<file path="config.mk">
export PLATFORM = sky130hd
export DESIGN_NAME = lidar_scan_to_world_points
export DESIGN_NICKNAME = d
export VERILOG_FILES = /design/src/rtl/lsw_pkg.sv /design/src/rtl/lsw_cordic.sv /design/src/rtl/lsw_mac.sv /design/src/rtl/lidar_scan_to_world_points.sv
export VERILOG_INCLUDE_DIRS = /design/src /design/src/rtl
export SDC_FILE = /design/constraint.sdc
export NUM_CORES = 2
export LEC_CHECK = 0
export BUFFER_PORTS_ARGS = -buffer_cell sky130_fd_sc_hd__clkbuf_2
export CORE_ASPECT_RATIO = 0.5
export CORE_UTILIZATION = 60
export DETAILED_ROUTE_END_ITERATION = 8
export GPL_TIMING_DRIVEN = 0
export PLACE_DENSITY = 0.76
export SLEW_MARGIN = 15
export SYNTH_ARGS = -nofsm -noshare
export SYNTH_HDL_FRONTEND = slang
export SYNTH_HIERARCHICAL = 1
export SYNTH_SLANG_ARGS = --single-unit
</file>
<file path="constraint.sdc">
create_clock -name i_clk -period 14.9 [get_ports i_clk]
set_clock_uncertainty 0.2 [all_clocks]
set_input_delay 1.49 -clock i_clk [delete_from_list [all_inputs] [get_ports i_clk]]
set_output_delay 1.49 -clock i_clk [all_outputs]
set_load 0.05 [all_outputs]
</file>
<file path="src/rtl/lidar_scan_to_world_points_defines.svh">
// Assertion macros shared by the scan-to-world RTL files.
`ifndef LIDAR_SCAN_TO_WORLD_POINTS_DEFINES_SVH
`define LIDAR_SCAN_TO_WORLD_POINTS_DEFINES_SVH

// Same-cycle implication, disabled while reset is held.
`define LSW_ASSERT_NOW(label, clk, rst_n, ante, cons, msg) \
    label: assert property (@(posedge clk) disable iff (!(rst_n)) (ante) |-> (cons)) \
        else $error(msg);

// Next-cycle implication, disabled while reset is held.
`define LSW_ASSERT_NEXT(label, clk, rst_n, ante, cons, msg) \
    label: assert property (@(posedge clk) disable iff (!(rst_n)) (ante) |=> (cons)) \
        else $error(msg);

`endif

</file>
<file path="src/rtl/lsw_pkg.sv">
// Shared constants, types and the arctangent table for the scan-to-world block.
`timescale 1ns / 1ps

package lsw_pkg;

    localparam int SCAN_POINTS  = 228;
    localparam int WINDOW_WIDTH = 5;
    localparam int CORDIC_STEPS = 16;

    // Beam angle in 1024ths of a turn: step*index + base - center, wrapped
    localparam int BEAM_STEP   = 3;
    localparam int BEAM_BASE   = 44;
    localparam int BEAM_CENTER = 384;
    localparam int BEAM_TURN   = 1024;
    localparam int BEAM_OFFSET = (BEAM_BASE - BEAM_CENTER + BEAM_TURN) % BEAM_TURN;

    localparam int CFG_W     = 24;
    localparam int CFG_IDX_W = 3;
    localparam int POS_W     = 24;
    localparam int MOUNT_W   = 16;
    localparam int HEAD_W    = 16;
    localparam int BEAM_W    = 10;
    localparam int DIST_W    = 16;

    localparam int ANG_W    = 34;  // CORDIC residual angle, 2^32 per turn plus headroom
    localparam int TRIG_W   = 33;  // Q30 sine and cosine with headroom
    localparam int MUL_A_W  = 18;
    localparam int PROD_W   = MUL_A_W + TRIG_W;
    localparam int ACC_W    = 26;
    localparam int Q_SHIFT  = 30;
    localparam int ATAN_ENTRIES = 24;
    localparam int ATAN_IW  = $clog2(ATAN_ENTRIES);
    localparam int ATAN_W   = 30;

    localparam logic [ATAN_IW-1:0] LAST_ITER = ATAN_IW'(CORDIC_STEPS - 1);
    localparam logic signed [TRIG_W-1:0] CORDIC_GAIN_Q30 = 33'sd652032874;
    localparam logic [HEAD_W-1:0] HALF_TURN16 = 16'h8000;

    localparam logic signed [POS_W-1:0] POS_MAX = 24'sh7FFFFF;
    localparam logic signed [POS_W-1:0] POS_MIN = 24'sh800000;

    // Register indexes
    localparam logic [CFG_IDX_W-1:0] CFG_ROBOT_X     = 3'd0;
    localparam logic [CFG_IDX_W-1:0] CFG_ROBOT_Y     = 3'd1;
    localparam logic [CFG_IDX_W-1:0] CFG_HEADING     = 3'd2;
    localparam logic [CFG_IDX_W-1:0] CFG_MOUNT_FWD   = 3'd3;
    localparam logic [CFG_IDX_W-1:0] CFG_MOUNT_SIDE  = 3'd4;
    localparam logic [CFG_IDX_W-1:0] CFG_SIDE_START  = 3'd5;
    localparam logic [CFG_IDX_W-1:0] CFG_FRONT_START = 3'd6;
    localparam logic [CFG_IDX_W-1:0] CFG_CAP         = 3'd7;

    localparam logic signed [MOUNT_W-1:0] RST_MOUNT_FWD = 16'sd597;
    localparam logic [BEAM_W-1:0] RST_SIDE_START  = 10'd52;
    localparam logic [BEAM_W-1:0] RST_FRONT_START = 10'd111;
    localparam logic [DIST_W-1:0] RST_CAP         = 16'd38912;

    typedef struct packed {
        logic busy;
        logic done;
    } t_cor_status;

    typedef struct packed {
        logic load;   // preset both accumulators
        logic issue;  // capture a product this cycle
        logic dst_y;  // product goes to the y accumulator
    } t_mac_ctrl;

    // atan(2^-i) in 2^32 per turn
    function automatic logic [ATAN_W-1:0] atan_turn32(input logic [ATAN_IW-1:0] idx);
        logic [ATAN_W-1:0] v;
        case (idx)
            5'd0:    v = 30'd536870912;
            5'd1:    v = 30'd316933406;
            5'd2:    v = 30'd167458907;
            5'd3:    v = 30'd85004756;
            5'd4:    v = 30'd42667331;
            5'd5:    v = 30'd21354465;
            5'd6:    v = 30'd10679838;
            5'd7:    v = 30'd5340245;
            5'd8:    v = 30'd2670163;
            5'd9:    v = 30'd1335087;
            5'd10:   v = 30'd667544;
            5'd11:   v = 30'd333772;
            5'd12:   v = 30'd166886;
            5'd13:   v = 30'd83443;
            5'd14:   v = 30'd41722;
            5'd15:   v = 30'd20861;
            5'd16:   v = 30'd10430;
            5'd17:   v = 30'd5215;
            5'd18:   v = 30'd2608;
            5'd19:   v = 30'd1304;
            5'd20:   v = 30'd652;
            5'd21:   v = 30'd326;
            5'd22:   v = 30'd163;
            5'd23:   v = 30'd81;
            default: v = '0;
        endcase
        return v;
    endfunction

endpackage

</file>
<file path="src/rtl/lsw_cordic.sv">
// Iterative rotation-mode CORDIC giving Q30 sine and cosine of a 16-bit binary angle.
`timescale 1ns / 1ps
`include "lidar_scan_to_world_points_defines.svh"

module lsw_cordic (
    input  logic                                i_clk,
    input  logic                                i_rst_n,
    input  logic                                i_start,
    input  logic [lsw_pkg::HEAD_W-1:0]          i_angle,
    output lsw_pkg::t_cor_status                o_status,
    output logic signed [lsw_pkg::TRIG_W-1:0]   o_cos,
    output logic signed [lsw_pkg::TRIG_W-1:0]   o_sin
);
    import lsw_pkg::*;

    logic signed [TRIG_W-1:0] r_x, r_y;
    logic signed [ANG_W-1:0]  r_z;
    logic [ATAN_IW-1:0]       r_iter;
    logic                     r_flip, r_busy, r_done;

    logic                     fold;
    logic [HEAD_W-1:0]        folded;
    logic signed [ANG_W-1:0]  z_start, atan_step;
    logic signed [TRIG_W-1:0] x_sh, y_sh, n_x, n_y;
    logic signed [ANG_W-1:0]  n_z;

    // Second and third quadrants rotate by a half turn and negate at the end
    assign fold    = (i_angle[HEAD_W-1:HEAD_W-2] == 2'b01) ||
                     (i_angle[HEAD_W-1:HEAD_W-2] == 2'b10);
    assign folded  = fold ? (i_angle ^ HALF_TURN16) : i_angle;
    assign z_start = ANG_W'(signed'({folded, 16'b0}));
    assign atan_step = $signed({{(ANG_W-ATAN_W){1'b0}}, atan_turn32(r_iter)});

    assign x_sh = r_x >>> r_iter;
    assign y_sh = r_y >>> r_iter;

    always_comb begin
        if (!r_z[ANG_W-1]) begin
            n_x = r_x - y_sh;
            n_y = r_y + x_sh;
            n_z = r_z - atan_step;
        end else begin
            n_x = r_x + y_sh;
            n_y = r_y - x_sh;
            n_z = r_z + atan_step;
        end
    end

    always_ff @(posedge i_clk) begin
        if (!i_rst_n) begin
            r_busy <= 1'b0;
            r_done <= 1'b0;
            r_iter <= '0;
        end else begin
            r_done <= 1'b0;
            if (i_start) begin
                r_busy <= 1'b1;
                r_iter <= '0;
            end else if (r_busy) begin
                r_iter <= r_iter + 1'b1;
                if (r_iter == LAST_ITER) begin
                    r_busy <= 1'b0;
                    r_done <= 1'b1;
                end
            end
        end
    end

    always_ff @(posedge i_clk) begin
        if (i_start) begin
            r_x    <= CORDIC_GAIN_Q30;
            r_y    <= '0;
            r_z    <= z_start;
            r_flip <= fold;
        end else if (r_busy) begin
            r_x <= n_x;
            r_y <= n_y;
            r_z <= n_z;
        end
    end

    assign o_cos = r_flip ? -r_x : r_x;
    assign o_sin = r_flip ? -r_y : r_y;
    assign o_status.busy = r_busy;
    assign o_status.done = r_done;

    `LSW_ASSERT_NOW(a_no_restart, i_clk, i_rst_n, i_start, !r_busy, "start while rotating")
    `LSW_ASSERT_NEXT(a_done_after_last, i_clk, i_rst_n,
        i_rst_n && r_busy && !i_start && (r_iter == LAST_ITER), r_done && !r_busy,
        "last iteration did not finish")

endmodule

</file>
<file path="src/rtl/lsw_mac.sv">
// Shared multiplier with Q30 rounding and the x and y point accumulators.
`timescale 1ns / 1ps

module lsw_mac (
    input  logic                                i_clk,
    input  logic                                i_rst_n,
    input  lsw_pkg::t_mac_ctrl                  i_ctrl,
    input  logic signed [lsw_pkg::ACC_W-1:0]    i_init_x,
    input  logic signed [lsw_pkg::ACC_W-1:0]    i_init_y,
    input  logic signed [lsw_pkg::MUL_A_W-1:0]  i_a,
    input  logic signed [lsw_pkg::TRIG_W-1:0]   i_b,
    output logic signed [lsw_pkg::ACC_W-1:0]    o_acc_x,
    output logic signed [lsw_pkg::ACC_W-1:0]    o_acc_y
);
    import lsw_pkg::*;

    localparam logic signed [PROD_W-1:0] ROUND_HALF = PROD_W'(1) <<< (Q_SHIFT - 1);

    logic signed [PROD_W-1:0] r_prod;
    logic                     r_pend, r_pend_y;
    logic signed [ACC_W-1:0]  r_acc_x, r_acc_y;

    logic signed [PROD_W-1:0] rounded, shifted;
    logic signed [ACC_W-1:0]  term;

    // Round half up, then floor shift
    assign rounded = r_prod + ROUND_HALF;
    assign shifted = rounded >>> Q_SHIFT;
    assign term    = shifted[ACC_W-1:0];

    always_ff @(posedge i_clk) begin
        if (!i_rst_n) begin
            r_pend   <= 1'b0;
            r_pend_y <= 1'b0;
        end else begin
            r_pend   <= i_ctrl.issue;
            r_pend_y <= i_ctrl.dst_y;
        end
    end

    always_ff @(posedge i_clk) begin
        if (i_ctrl.issue) begin
            r_prod <= i_a * i_b;
        end
        if (i_ctrl.load) begin
            r_acc_x <= i_init_x;
            r_acc_y <= i_init_y;
        end else if (r_pend) begin
            if (r_pend_y) begin
                r_acc_y <= r_acc_y + term;
            end else begin
                r_acc_x <= r_acc_x + term;
            end
        end
    end

    assign o_acc_x = r_acc_x;
    assign o_acc_y = r_acc_y;

endmodule

</file>
<file path="src/rtl/lidar_scan_to_world_points.sv">
// Top level: ranging sample to world point, with windowed scan minima.
`timescale 1ns / 1ps
`include "lidar_scan_to_world_points_defines.svh"

// Turns one ranging sample (beam index, distance) into a saturated world x,y
// point and reports the running side and front window minima of the scan.
// A single iterative CORDIC rotator is run twice per item, once for the robot
// heading and once for the beam angle plus heading, and one shared multiplier
// forms the four Q30 products. The input is not ready while an item is being
// worked and comes ready again in the cycle the result appears, so a new item
// is taken only once the last one is through.
// A finished result waits in the output register while the next item is
// accepted, and a stalled output adds cycles only when a second result is
// ready before the first is taken. Register writes are expected while idle; a
// new distance_cap takes effect at the next beam 0.
module lidar_scan_to_world_points (
    input  logic                                 i_clk,
    input  logic                                 i_rst_n,
    input  logic                                 i_cfg_we,
    input  logic [lsw_pkg::CFG_IDX_W-1:0]        i_cfg_index,
    input  logic [lsw_pkg::CFG_W-1:0]            i_cfg_data,
    input  logic                                 i_in_valid,
    output logic                                 o_in_ready,
    input  logic [lsw_pkg::BEAM_W-1:0]           i_beam_index,
    input  logic [lsw_pkg::DIST_W-1:0]           i_distance,
    output logic                                 o_out_valid,
    input  logic                                 i_out_ready,
    output logic signed [lsw_pkg::POS_W-1:0]     o_point_x,
    output logic signed [lsw_pkg::POS_W-1:0]     o_point_y,
    output logic [lsw_pkg::DIST_W-1:0]           o_side_minimum,
    output logic [lsw_pkg::DIST_W-1:0]           o_front_minimum
);
    import lsw_pkg::*;

    typedef enum logic [8:0] {
        S_IDLE = 9'b0_0000_0001,
        S_CH   = 9'b0_0000_0010,
        S_MX   = 9'b0_0000_0100,
        S_MY   = 9'b0_0000_1000,
        S_CA   = 9'b0_0001_0000,
        S_DX   = 9'b0_0010_0000,
        S_DY   = 9'b0_0100_0000,
        S_FIN  = 9'b0_1000_0000,
        S_OUT  = 9'b1_0000_0000
    } t_state;

    t_state r_state, n_state;

    logic signed [POS_W-1:0]   r_robot_x, r_robot_y;
    logic [HEAD_W-1:0]         r_heading;
    logic signed [MOUNT_W-1:0] r_mount_fwd, r_mount_side;
    logic [BEAM_W-1:0]         r_side_start, r_front_start;
    logic [DIST_W-1:0]         r_cap;

    logic [DIST_W-1:0]         r_side_min, r_front_min;
    logic [BEAM_W-1:0]         r_idx;
    logic [DIST_W-1:0]         r_dist;

    logic                      r_out_valid;
    logic signed [POS_W-1:0]   r_point_x, r_point_y;
    logic [DIST_W-1:0]         r_side_out, r_front_out;

    logic                      accept;
    logic [BEAM_W:0]           idx_ext, side_end, front_end;
    logic                      in_scan, side_hit, front_hit;
    logic [DIST_W-1:0]         base_side, base_front;
    logic [BEAM_W+1:0]         beam_sum;
    logic [HEAD_W-1:0]         beam_ang;

    logic                      cor_start;
    logic [HEAD_W-1:0]         cor_angle;
    t_cor_status               cor_status;
    logic signed [TRIG_W-1:0]  cor_cos, cor_sin;

    t_mac_ctrl                 mac_ctrl;
    logic signed [MUL_A_W-1:0] mac_a, mount_sum, mount_diff, dist_ext;
    logic signed [TRIG_W-1:0]  mac_b;
    logic signed [ACC_W-1:0]   acc_x, acc_y;
    logic                      out_load;

    assign o_in_ready = (r_state == S_IDLE);
    assign accept     = i_in_valid && o_in_ready;

    // Configuration
    always_ff @(posedge i_clk) begin
        if (!i_rst_n) begin
            r_robot_x     <= '0;
            r_robot_y     <= '0;
            r_heading     <= '0;
            r_mount_fwd   <= RST_MOUNT_FWD;
            r_mount_side  <= '0;
            r_side_start  <= RST_SIDE_START;
            r_front_start <= RST_FRONT_START;
            r_cap         <= RST_CAP;
        end else if (i_cfg_we) begin
            case (i_cfg_index)
                CFG_ROBOT_X:     r_robot_x     <= signed'(i_cfg_data[POS_W-1:0]);
                CFG_ROBOT_Y:     r_robot_y     <= signed'(i_cfg_data[POS_W-1:0]);
                CFG_HEADING:     r_heading     <= i_cfg_data[HEAD_W-1:0];
                CFG_MOUNT_FWD:   r_mount_fwd   <= signed'(i_cfg_data[MOUNT_W-1:0]);
                CFG_MOUNT_SIDE:  r_mount_side  <= signed'(i_cfg_data[MOUNT_W-1:0]);
                CFG_SIDE_START:  r_side_start  <= i_cfg_data[BEAM_W-1:0];
                CFG_FRONT_START: r_front_start <= i_cfg_data[BEAM_W-1:0];
                CFG_CAP:         r_cap         <= i_cfg_data[DIST_W-1:0];
                default: ;
            endcase
        end
    end

    // Window minima, settled when the item is taken; beam 0 restarts both
    assign idx_ext    = {1'b0, i_beam_index};
    assign in_scan    = idx_ext < (BEAM_W+1)'(SCAN_POINTS);
    assign side_end   = {1'b0, r_side_start} + (BEAM_W+1)'(WINDOW_WIDTH);
    assign front_end  = {1'b0, r_front_start} + (BEAM_W+1)'(WINDOW_WIDTH);
    assign base_side  = (i_beam_index == '0) ? r_cap : r_side_min;
    assign base_front = (i_beam_index == '0) ? r_cap : r_front_min;
    assign side_hit   = in_scan && (i_beam_index >= r_side_start) &&
                        (idx_ext < side_end) && (i_distance < base_side);
    assign front_hit  = in_scan && (i_beam_index >= r_front_start) &&
                        (idx_ext < front_end) && (i_distance < base_front);

    always_ff @(posedge i_clk) begin
        if (!i_rst_n) begin
            r_side_min  <= RST_CAP;
            r_front_min <= RST_CAP;
        end else if (accept) begin
            r_side_min  <= side_hit ? i_distance : base_side;
            r_front_min <= front_hit ? i_distance : base_front;
        end
    end

    always_ff @(posedge i_clk) begin
        if (accept) begin
            r_idx  <= i_beam_index;
            r_dist <= i_distance;
        end
    end

    // Beam angle in 1024ths of a turn, widened to the 16-bit heading scale and added to the heading
    assign beam_sum = ({2'b0, r_idx} * (BEAM_W+2)'(BEAM_STEP)) + (BEAM_W+2)'(BEAM_OFFSET);
    assign beam_ang = {beam_sum[BEAM_W-1:0], {(HEAD_W-BEAM_W){1'b0}}} + r_heading;

    always_comb begin
        n_state = r_state;
        case (r_state)
            S_IDLE:  if (i_in_valid) n_state = S_CH;
            S_CH:    if (cor_status.done) n_state = S_MX;
            S_MX:    n_state = S_MY;
            S_MY:    n_state = S_CA;
            S_CA:    if (cor_status.done) n_state = S_DX;
            S_DX:    n_state = S_DY;
            S_DY:    n_state = S_FIN;
            S_FIN:   n_state = S_OUT;
            S_OUT:   if (out_load) n_state = S_IDLE;
            default: n_state = S_IDLE;
        endcase
    end

    always_ff @(posedge i_clk) begin
        if (!i_rst_n) begin
            r_state <= S_IDLE;
        end else begin
            r_state <= n_state;
        end
    end

    // Heading rotation starts with the item, beam rotation once the heading
    // products are issued
    assign cor_start = accept || (r_state == S_MY);
    assign cor_angle = (r_state == S_IDLE) ? r_heading : beam_ang;

    lsw_cordic u_cordic (
        .i_clk    (i_clk),
        .i_rst_n  (i_rst_n),
        .i_start  (cor_start),
        .i_angle  (cor_angle),
        .o_status (cor_status),
        .o_cos    (cor_cos),
        .o_sin    (cor_sin)
    );

    assign mount_sum  = MUL_A_W'(r_mount_fwd) + MUL_A_W'(r_mount_side);
    assign mount_diff = MUL_A_W'(r_mount_fwd) - MUL_A_W'(r_mount_side);
    assign dist_ext   = signed'({{(MUL_A_W-DIST_W){1'b0}}, r_dist});

    always_comb begin
        case (r_state)
            S_MX:    mac_a = mount_sum;
            S_MY:    mac_a = mount_diff;
            default: mac_a = dist_ext;
        endcase
    end

    assign mac_b = ((r_state == S_MX) || (r_state == S_DX)) ? cor_cos : cor_sin;

    assign mac_ctrl.load  = accept;
    assign mac_ctrl.issue = (r_state == S_MX) || (r_state == S_MY) ||
                            (r_state == S_DX) || (r_state == S_DY);
    assign mac_ctrl.dst_y = (r_state == S_MY) || (r_state == S_DY);

    lsw_mac u_mac (
        .i_clk    (i_clk),
        .i_rst_n  (i_rst_n),
        .i_ctrl   (mac_ctrl),
        .i_init_x (ACC_W'(r_robot_x)),
        .i_init_y (ACC_W'(r_robot_y)),
        .i_a      (mac_a),
        .i_b      (mac_b),
        .o_acc_x  (acc_x),
        .o_acc_y  (acc_y)
    );

    function automatic logic signed [POS_W-1:0] sat_pos(input logic signed [ACC_W-1:0] v);
        logic signed [POS_W-1:0] r;
        if (v > ACC_W'(POS_MAX)) begin
            r = POS_MAX;
        end else if (v < ACC_W'(POS_MIN)) begin
            r = POS_MIN;
        end else begin
            r = v[POS_W-1:0];
        end
        return r;
    endfunction

    // Output register: load when empty or being drained
    assign out_load = (r_state == S_OUT) && (!r_out_valid || i_out_ready);

    always_ff @(posedge i_clk) begin
        if (!i_rst_n) begin
            r_out_valid <= 1'b0;
        end else if (out_load) begin
            r_out_valid <= 1'b1;
        end else if (i_out_ready) begin
            r_out_valid <= 1'b0;
        end
    end

    always_ff @(posedge i_clk) begin
        if (out_load) begin
            r_point_x   <= sat_pos(acc_x);
            r_point_y   <= sat_pos(acc_y);
            r_side_out  <= r_side_min;
            r_front_out <= r_front_min;
        end
    end

    assign o_out_valid     = r_out_valid;
    assign o_point_x       = r_point_x;
    assign o_point_y       = r_point_y;
    assign o_side_minimum  = r_side_out;
    assign o_front_minimum = r_front_out;

    `LSW_ASSERT_NEXT(a_busy_after_accept, i_clk, i_rst_n, i_rst_n && accept, !o_in_ready,
        "input ready right after an item was taken")
    `LSW_ASSERT_NEXT(a_min_hold, i_clk, i_rst_n, i_rst_n && !accept,
        $stable(r_side_min) && $stable(r_front_min), "minimum moved without an item")
    `LSW_ASSERT_NOW(a_done_in_wait, i_clk, i_rst_n, cor_status.done,
        (r_state == S_CH) || (r_state == S_CA), "rotation finished outside a wait state")
    `LSW_ASSERT_NOW(a_idle_rotator, i_clk, i_rst_n, o_in_ready, !cor_status.busy,
        "rotator busy while idle")

endmodule

</file>
==> impl_metrics.py <==
metrics = {
    "clocking": {
        "tritoncts": "yes",
        "cts.reportedPaths.clkPinSlew_ns": 0.06,
        "clk_path_buf_depth": 3,
        "cts_inserted_buffers": 50,
        "clk_root_buffer_cell": "sky130_fd_sc_hd__clkbuf_16",
        "worstSkewPairLatency_ns": 0.67,
        "cts_sinks": 494,
        "cts_resized": 0,
        "postCtsHoldBufs": 0,
        "max_h_tree_level": 2,
        "post-cts-setup-buffer-count": 0,
    },
    "cells_and_area": {
        "fillerInstances": 7594,
        "post_route_cells_drive_above_1_share": 0.0732,
        "area_growth_syn_to_layout_pct": 7.43,
        "final_nets": 7987,
    },
    "floorplan": {
        "core_area_mm2": 0.0958,
        "start_util": 0.608,
        "num_io_pins": 140,
        "die_area_mm2": 0.0984,
        "die-width_um": 443,
        "floorplan.die.height_um": 222,
        "placement_rows": 80,
    },
    "route": {
        "drt.antenna.violating_nets": 0,
        "drt_pre_antenna_iters": 8,
        "via_count": 54200,
        "route.final.wire_length_um": 226000,
        "detail_route.drc_violations": 0,
        "initialDrtViolationCount": 7020,
        "route.detailed.wl_per_inst_um": 27.3,
        "vias_per_cell": 6.55,
    },
    "placement": {
        "finalWeightedCongestion": 1.06,
        "detailedPlacementHpwl_um": 179000,
        "port-buffer-count": 127,
    },
    "critical_path": {
        "worst_ep_required_time_ns": 15.06,
        "crit_fanout": 12,
        "cp-start-kind": "register",
        "worst-endpoint-arrival_ns": 13.29,
        "worst_path_most_repeated_cell": "sky130_fd_sc_hd__fa_1",
        "worst_setup_path_type": "register to register",
        "highest_cell_delay_on_the_worst_timing_path_ns": 0.85,
        "r2r_start": "r_mount_side[0]",
        "slowest_stage": "sky130_fd_sc_hd__clkbuf_1",
        "endpoint_kind": "register",
        "crit_path_start": "r_mount_side[0]",
    },
    "timing": {
        "relSlewSlack": 0.0772,
        "report.final.slew_viol_count": 0,
        "hold-worst-slack_ns": 0.263,
        "worst_pin_slew_ns": 1.38,
        "timing.final.crit_period_ns": 13.13,
        "min_period_over_period": 0.881,
        "clock.fmax_mhz": 76.2,
        "setup_viol": 0,
        "unrepaired_setup_endpoints_after_global_routing": "false",
        "timing.final.hold_violations": 0,
        "setup_total_negative_slack_ns": 0,
    },
    "min_path": {
        "hold_path_class": "register to register",
        "hold_path.startpoint": "r_mount_fwd[10]",
    },
    "synth": {
        "yosys_warnings": 6,
        "syn-mean-instance-area_um2": 8.62,
        "synth_cells": 6761,
        "mappedNetlistNets": 7790,
        "synth_area_mm2": 0.0583,
    },
    "global_routing": {
        "antenna_violations_before_repair": 17,
        "grt_start_max_net_pins": 32,
        "grt_first_pass_wirelength_um": 332000,
        "via_count_of_the_first_global_routing_pass": 53100,
        "grtUsageTotal": 0.451,
        "grt_remaining_overflow": 0,
    },
    "outcome": {
        "run_status": "finished, final reports clean",
    },
    "flow_run": {
        "max_cap_violations": 0,
    },
}
## routing by layer
layer,up-vias,wire length (µm),GRT usage
met5,-,132,0
met4,16,14200,0.234
met3,869,31900,0.151
met2,3819,94300,0.671
met1,26400,85400,0.584
li1,23100,-,-
## registers in the layout, indices dropped and copies added, names as in the netlist, 10 cells and up
name                cells
o_front_minimum        16
o_point_x              24
o_point_y              24
o_side_minimum         16
r_cap                  16
r_dist                 16
r_front_min            16
r_front_start          10
r_heading              16
r_idx                  10
r_mount_fwd            16
r_mount_side           16
r_robot_x              24
r_robot_y              24
r_side_min             16
r_side_start           10
u_cordic/atan_step     30
u_cordic/r_x           33
u_cordic/r_y           33
u_cordic/r_z           34
u_mac/o_acc_x          26
u_mac/o_acc_y          26
u_mac/r_prod           22
## area by class of cell
| type | instances | area [µm²] | share of cell area |
|---|---|---|---|
| Multi-Input combinational cell | 5136 | 42100 | 0.673 |
| Sequential cell | 494 | 11900 | 0.190 |
| Inverter | 741 | 2780 | 0.0444 |
| Buffer | 390 | 1610 | 0.0258 |
| Tap cell | 1271 | 1590 | 0.0254 |
| Clock buffer | 75 | 1510 | 0.0241 |
| Timing Repair Buffer | 145 | 905 | 0.0145 |
| Clock inverter | 18 | 199 | 0.00318 |
| Antenna cell | 8 | 20.0 | 0.000320 |
## critical path: cells and delay by family (launching register included)
family	cells	cell delay [ns]
compound gates	8	2.62
xor+xnor	2	0.72
fa+ha+maj	9	3.86
buf+inv	7	2.19
flops	1	0.37
mux	1	0.20
simple gates	8	2.63
## per-stage QoR
stage | setup slack [ns] | instances | util | cell area, µm²
global placement | 0.751 | 8159 | 0.632 | 60500
CTS | 1.51 | 8269 | 0.653 | 62500
global route | 1.49 | 8270 | 0.653 | 62600
detailed placement | 1.55 | 8176 | 0.635 | 60800
finish | 1.77 | 8278 | 0.653 | 62600
floorplan | 5.15 | 6761 | - | 58300
## cells in the final DEF, fill, tap and decap left out, drive strengths merged, types with 97 or more instances in the layout
master	n
inv	740
xnor2	249
xor2	139
ha	395
o21ai	281
a21oi	450
dfxtp	295
nand2	966
nand3	117
buf	97
mux2i	137
and2	246
nor2	493
edfxtp	199
clkbuf	513
fa	576
## final timing paths
kind                            to  slack [ns]  cells after the start
setup / recovery  u_mac/r_prod[41]        1.77                     35
hold / removal     r_mount_fwd[10]        0.26                      2
setup reg to reg  u_mac/r_prod[41]        1.77                     35
hold reg to reg    r_mount_fwd[10]        0.26                      2
Power is left out: the tool's default activity adds up to more than one toggle a clock period on the data nets, which glitch-free logic cannot reach.
